File: src/rtl/core/grid_point_accumulator_macros.svh
// Assertion macros for the grid point accumulator RTL.
// Included by modules that carry concurrent checks; no other dependencies.
`ifndef GRID_POINT_ACCUMULATOR_MACROS_SVH
`define GRID_POINT_ACCUMULATOR_MACROS_SVH

`ifndef SYNTHESIS

`define GPA_ASSERT_IMPLIES(label, clk, rst_n, cond, expr) \
	label: assert property (@(posedge clk) disable iff (!(rst_n)) (cond) |-> (expr)) \
		else $error("assertion failed");

`define GPA_ASSERT_NEXT(label, clk, rst_n, cond, expr) \
	label: assert property (@(posedge clk) disable iff (!(rst_n)) (cond) |=> (expr)) \
		else $error("assertion failed");

`else

`define GPA_ASSERT_IMPLIES(label, clk, rst_n, cond, expr)

`define GPA_ASSERT_NEXT(label, clk, rst_n, cond, expr)

`endif

`endif

File: src/rtl/core/gpa_pkg.sv
// Shared constants, codes and types of the grid point accumulator.
// No dependencies; imported by every module of the block.
package gpa_pkg;

	localparam int DEF_GRID_COLS  = 256;
	localparam int DEF_GRID_ROWS  = 256;
	localparam int DEF_CELL_WIDTH = 32;

	localparam int POS_W   = 32;
	localparam int SCALE_W = 16;
	localparam int CNT_W   = 9;
	localparam int IDX_W   = 8;
	localparam int CMD_W   = 2;
	localparam int REG_W   = 3;
	localparam int Q_SHIFT = 24;
	localparam int MAX_CNT = 256;

	localparam logic [CMD_W-1:0] CMD_ACC = 2'd0;
	localparam logic [CMD_W-1:0] CMD_RD  = 2'd1;
	localparam logic [CMD_W-1:0] CMD_WR  = 2'd2;

	localparam logic [REG_W-1:0] REG_X_ORIGIN = 3'd0;
	localparam logic [REG_W-1:0] REG_Y_ORIGIN = 3'd1;
	localparam logic [REG_W-1:0] REG_X_SCALE  = 3'd2;
	localparam logic [REG_W-1:0] REG_Y_SCALE  = 3'd3;
	localparam logic [REG_W-1:0] REG_COLS     = 3'd4;
	localparam logic [REG_W-1:0] REG_ROWS     = 3'd5;

	localparam logic [SCALE_W-1:0] SCALE_RESET = 16'd256;
	localparam logic [CNT_W-1:0]   CNT_RESET   = 9'd256;

	typedef struct packed {
		logic rd_en;
		logic wr_en;
	} gpa_mem_ctl_t;

endpackage

File: src/rtl/core/gpa_quant.sv
// Three-stage coordinate quantizer: offset, scale, round half away from zero, range check.
// Depends on gpa_pkg.
module gpa_quant
	import gpa_pkg::*;
(
	input  logic                     clk,
	input  logic signed [POS_W-1:0]  pos,
	input  logic signed [POS_W-1:0]  origin,
	input  logic [SCALE_W-1:0]       scale,
	input  logic [CNT_W-1:0]         count,
	output logic                     hit_s3,
	output logic [IDX_W-1:0]         idx_s3
);

	localparam int DIFF_W = POS_W + 1;
	localparam int PROD_W = DIFF_W + SCALE_W + 1;
	localparam int T_W    = PROD_W + 1;
	localparam int Q_W    = T_W - 1 - Q_SHIFT;
	localparam logic signed [T_W-1:0] ROUND_HALF = T_W'(2 ** (Q_SHIFT - 1));

	logic signed [DIFF_W-1:0] diff_s1;
	logic signed [PROD_W-1:0] prod_s2;
	logic signed [T_W-1:0]    t;
	logic signed [SCALE_W:0]  scale_s;

	assign scale_s = $signed({1'b0, scale});
	assign t       = T_W'(prod_s2) + ROUND_HALF;

	always_ff @(posedge clk) begin
		diff_s1 <= DIFF_W'(pos) - DIFF_W'(origin);
		prod_s2 <= PROD_W'(diff_s1) * PROD_W'(scale_s);
		hit_s3  <= !t[T_W-1] && (t != '0) && (t[T_W-2:Q_SHIFT] < Q_W'(count));
		idx_s3  <= t[Q_SHIFT+IDX_W-1:Q_SHIFT];
	end

endmodule

File: config.mk
export PLATFORM = sky130hd
export DESIGN_NAME = gpa_quant
export DESIGN_NICKNAME = d
export VERILOG_FILES = /design/src/rtl/core/grid_point_accumulator_macros.svh /design/src/rtl/core/gpa_pkg.sv /design/src/rtl/core/gpa_quant.sv
export SDC_FILE = /design/constraint.sdc
export NUM_CORES = 2
export LEC_CHECK = 0
export BUFFER_PORTS_ARGS = -buffer_cell sky130_fd_sc_hd__buf_2
export CAP_MARGIN = 0
export CORE_ASPECT_RATIO = 2
export CORE_MARGIN = 5
export CORE_UTILIZATION = 47
export DETAILED_ROUTE_END_ITERATION = 7
export PLACE_DENSITY = 0.69
export SETUP_SLACK_MARGIN = 0.1
export SYNTH_ARGS = -nofsm -noshare
export SYNTH_HDL_FRONTEND = slang
export SYNTH_SLANG_ARGS = --single-unit
File: constraint.sdc
create_clock -name clk -period 5.9 [get_ports clk]
set_input_delay 0.295 -clock clk [delete_from_list [all_inputs] [get_ports clk]]
set_output_delay 0.295 -clock clk [all_outputs]
set_load 0.01 [all_outputs]
==> impl_metrics.ini <==
[status]
outcome = complete, but fails checks
violations = setup timing

[timing]
tightest_slew_ns = 0.487
fmax_ghz = 0.166
slew_violations = 0
holdWs_ns = 0.174
setup_viol = 7
fin_crit_sh = 1.02
maxSlewHeadroom = 0.672
period_needed_ns = 6.04
setup_slack_ns = -0.142
timing_hold_violations_final = 0
fin_worst_skew_ns = 0.0223
rsz0062_at_grt = yes

[global_route]
grt_pass1_vias = 18600
grt_pass1_wl_um = 88200
grt_max_degree = 31
globalRouteOverflowTotal = 0
track_usage = 0.207
grt_antenna_before_repair = 3

[detailed_routing]
drt_wl_total_um = 52100
ant_nets = 0
vias = 16900
drt-initial-drc-count = 1002
dr.pass1.iters = 5
wl_per_cell_um = 15.2
avgViaCountPerCell = 4.92
drc = 0

[logic_synthesis]
yosysTopAreaCell = fa_1
synth_seq_area_share = 0.0825
syn_area_sq_um = 22300
synth_most_common_cell = inv_1
synth_nets = 3256
ys_types = 56
synth_commonest_cells = 629 x inv_1, 504 x fa_1, 368 x nand2_1
synth_top_area_frac = 0.452
synth_edf_count = 0
synth-main-ff-cell = dfxtp_1
syn_inst = 2502
syn_area_per_cell_sq_um = 8.92
synth.area.top_cells = fa_1 45%, inv_1 11%, ha_1 9.0%
yosys_warnings = 0
async_reset_ff_frac = 0
ys_ff_latch = 92

[setup_path]
path_max_fanout = 6
start_kind = flop
crit_type = reg2reg
end_kind = flop
critPathArrivalTime_ns = 6.33
crit_required_ns = 6.19

[floorplan]
io_pins = 99
rows = 113
coreArea_sq_um = 47200
die_h_um = 318
die_area_sq_um = 52200
initial_core_util = 0.472
die_w_um = 164

[layout]
fin_nets = 3554
synthToLayoutAreaGrowth_pct = 19.0
fillerInstances = 4218
final_layout_size_suffix_gt1_frac = 0.195

[clock_network]
cts.sinks = 92
clk_latency_ns = 0.39
clock_path_buffers = 2
h-tree-depth = 3
clk_pin_slew_worst_paths_ns = 0.09
cts_hold_buf = 0
tritoncts = built
root_buffer = clkbuf_16
cts_buffers = 9

[min_path]
hold_path_class = in2reg

[placement]
gp_congestion = 0.887
dp_hpwl_um = 45000
port_buffers = 98

[flow_run]
maxCapViolCount = 0
-- per-stage QoR --
step	instances	utilization	TNS [ns]	setup WS [ns]	area (sq um)
4_1_cts	3427	0.552	-0.326	-0.133	26100
2_1_floorplan	2502	-	0	0.0338	22700
5_1_grt	3437	0.562	-2.60	-0.350	26500
6_report	3439	0.562	-0.515	-0.142	26500
3_3_place_gp	3384	0.534	-4.34	-0.452	25200
3_5_place_dp	3384	0.534	-5.82	-0.525	25200
-- cell usage in the layout (no fill, tap or decap), types with 14 or more instances in the layout --
| master | count |
|---|---|
| dfxtp_1 | 64 |
| xnor2_1 | 69 |
| ha_1 | 147 |
| fa_1 | 480 |
| and2_1 | 186 |
| buf_4 | 239 |
| dfxtp_4 | 22 |
| nand3_1 | 23 |
| buf_6 | 25 |
| nand2_1 | 356 |
| a21o_1 | 43 |
| buf_2 | 97 |
| nor2_1 | 45 |
| o21ai_0 | 21 |
| inv_2 | 14 |
| o21a_1 | 16 |
| a21oi_1 | 46 |
| inv_1 | 615 |
| xor2_1 | 14 |
| fa_2 | 24 |
-- flip-flops by register name, indices dropped and copies added (netlist names) --
signal	flops
diff_s1	33
hit_s3	1
idx_s3	8
prod_s2	50
-- cell families after synthesis --
| group | after synthesis | share of synthesized area |
|---|---|---|
| AO/OA/AOI/OAI | 219 | 0.0651 |
| XOR/XNOR | 86 | 0.0338 |
| adder cells (fa/ha/maj) | 664 | 0.542 |
| buffers and inverters | 713 | 0.120 |
| flip-flops | 92 | 0.0825 |
| multiplexers | 2 | 0.000953 |
| AND/OR/NAND/NOR | 726 | 0.156 |
-- critical path, stage by stage (launching register included) --
cell      delay [ns]
dfxtp_4         0.40
buf_6           0.12
nand2_4         0.04
fa_1            0.55
inv_2           0.05
fa_1            0.51
fa_1            0.47
fa_1            0.52
fa_1            0.52
inv_1           0.05
fa_1            0.49
inv_2           0.05
ha_4            0.21
or2_4           0.23
a21o_1          0.22
o41ai_4         0.07
nand2_2         0.11
a21oi_4         0.21
o21a_1          0.22
o31ai_2         0.07
and2_1          0.16
o21a_1          0.19
or4_1           0.39
o311ai_1        0.09
-- path summary, 6_finish.rpt --
check,start,to,slack [ns],depth (start not counted)
setup / recovery,diff_s1[5]$_DFF_P_,prod_s2[37]$_DFF_P_,-0.14,23
hold / removal,origin[0],diff_s1[0]$_DFF_P_,0.17,3
setup reg to reg,diff_s1[5]$_DFF_P_,prod_s2[37]$_DFF_P_,-0.14,23
hold reg to reg,prod_s2[28]$_DFF_P_,idx_s3[4]$_DFF_P_,0.51,1
-- area by class of cell --
cell class | count | area (sq um) | area share
diodes | 2 | 5.00 | 0.000189
clock buffers | 10 | 239 | 0.00900
clock inverters | 6 | 55.1 | 0.00207
inverters | 629 | 2360 | 0.0890
multi-input cells | 1697 | 18400 | 0.694
flip-flops and latches | 92 | 1930 | 0.0728
well taps | 632 | 791 | 0.0298
repair buffers | 371 | 2750 | 0.104
-- layer usage --
layer	track usage	vias to the layer above	part of all wire
met5	0	-	0.00036
met4	0.0506	2	0.022
met3	0.0291	85	0.058
met2	0.346	489	0.48
met1	0.286	8321	0.44
li1	-	8010	-
-- what timing repair did --
| item | in CTS | in global routing |
|---|---|---|
| pin swaps | 58 | 63 |
| endpoints found under the setup margin | 18 | 22 |
| setup buffers | 27 | 16 |
| gates resized for setup | 97 | 93 |
Power is left out: the tool's default activity adds up to more than one toggle a clock period on the data nets, which glitch-free logic cannot reach.
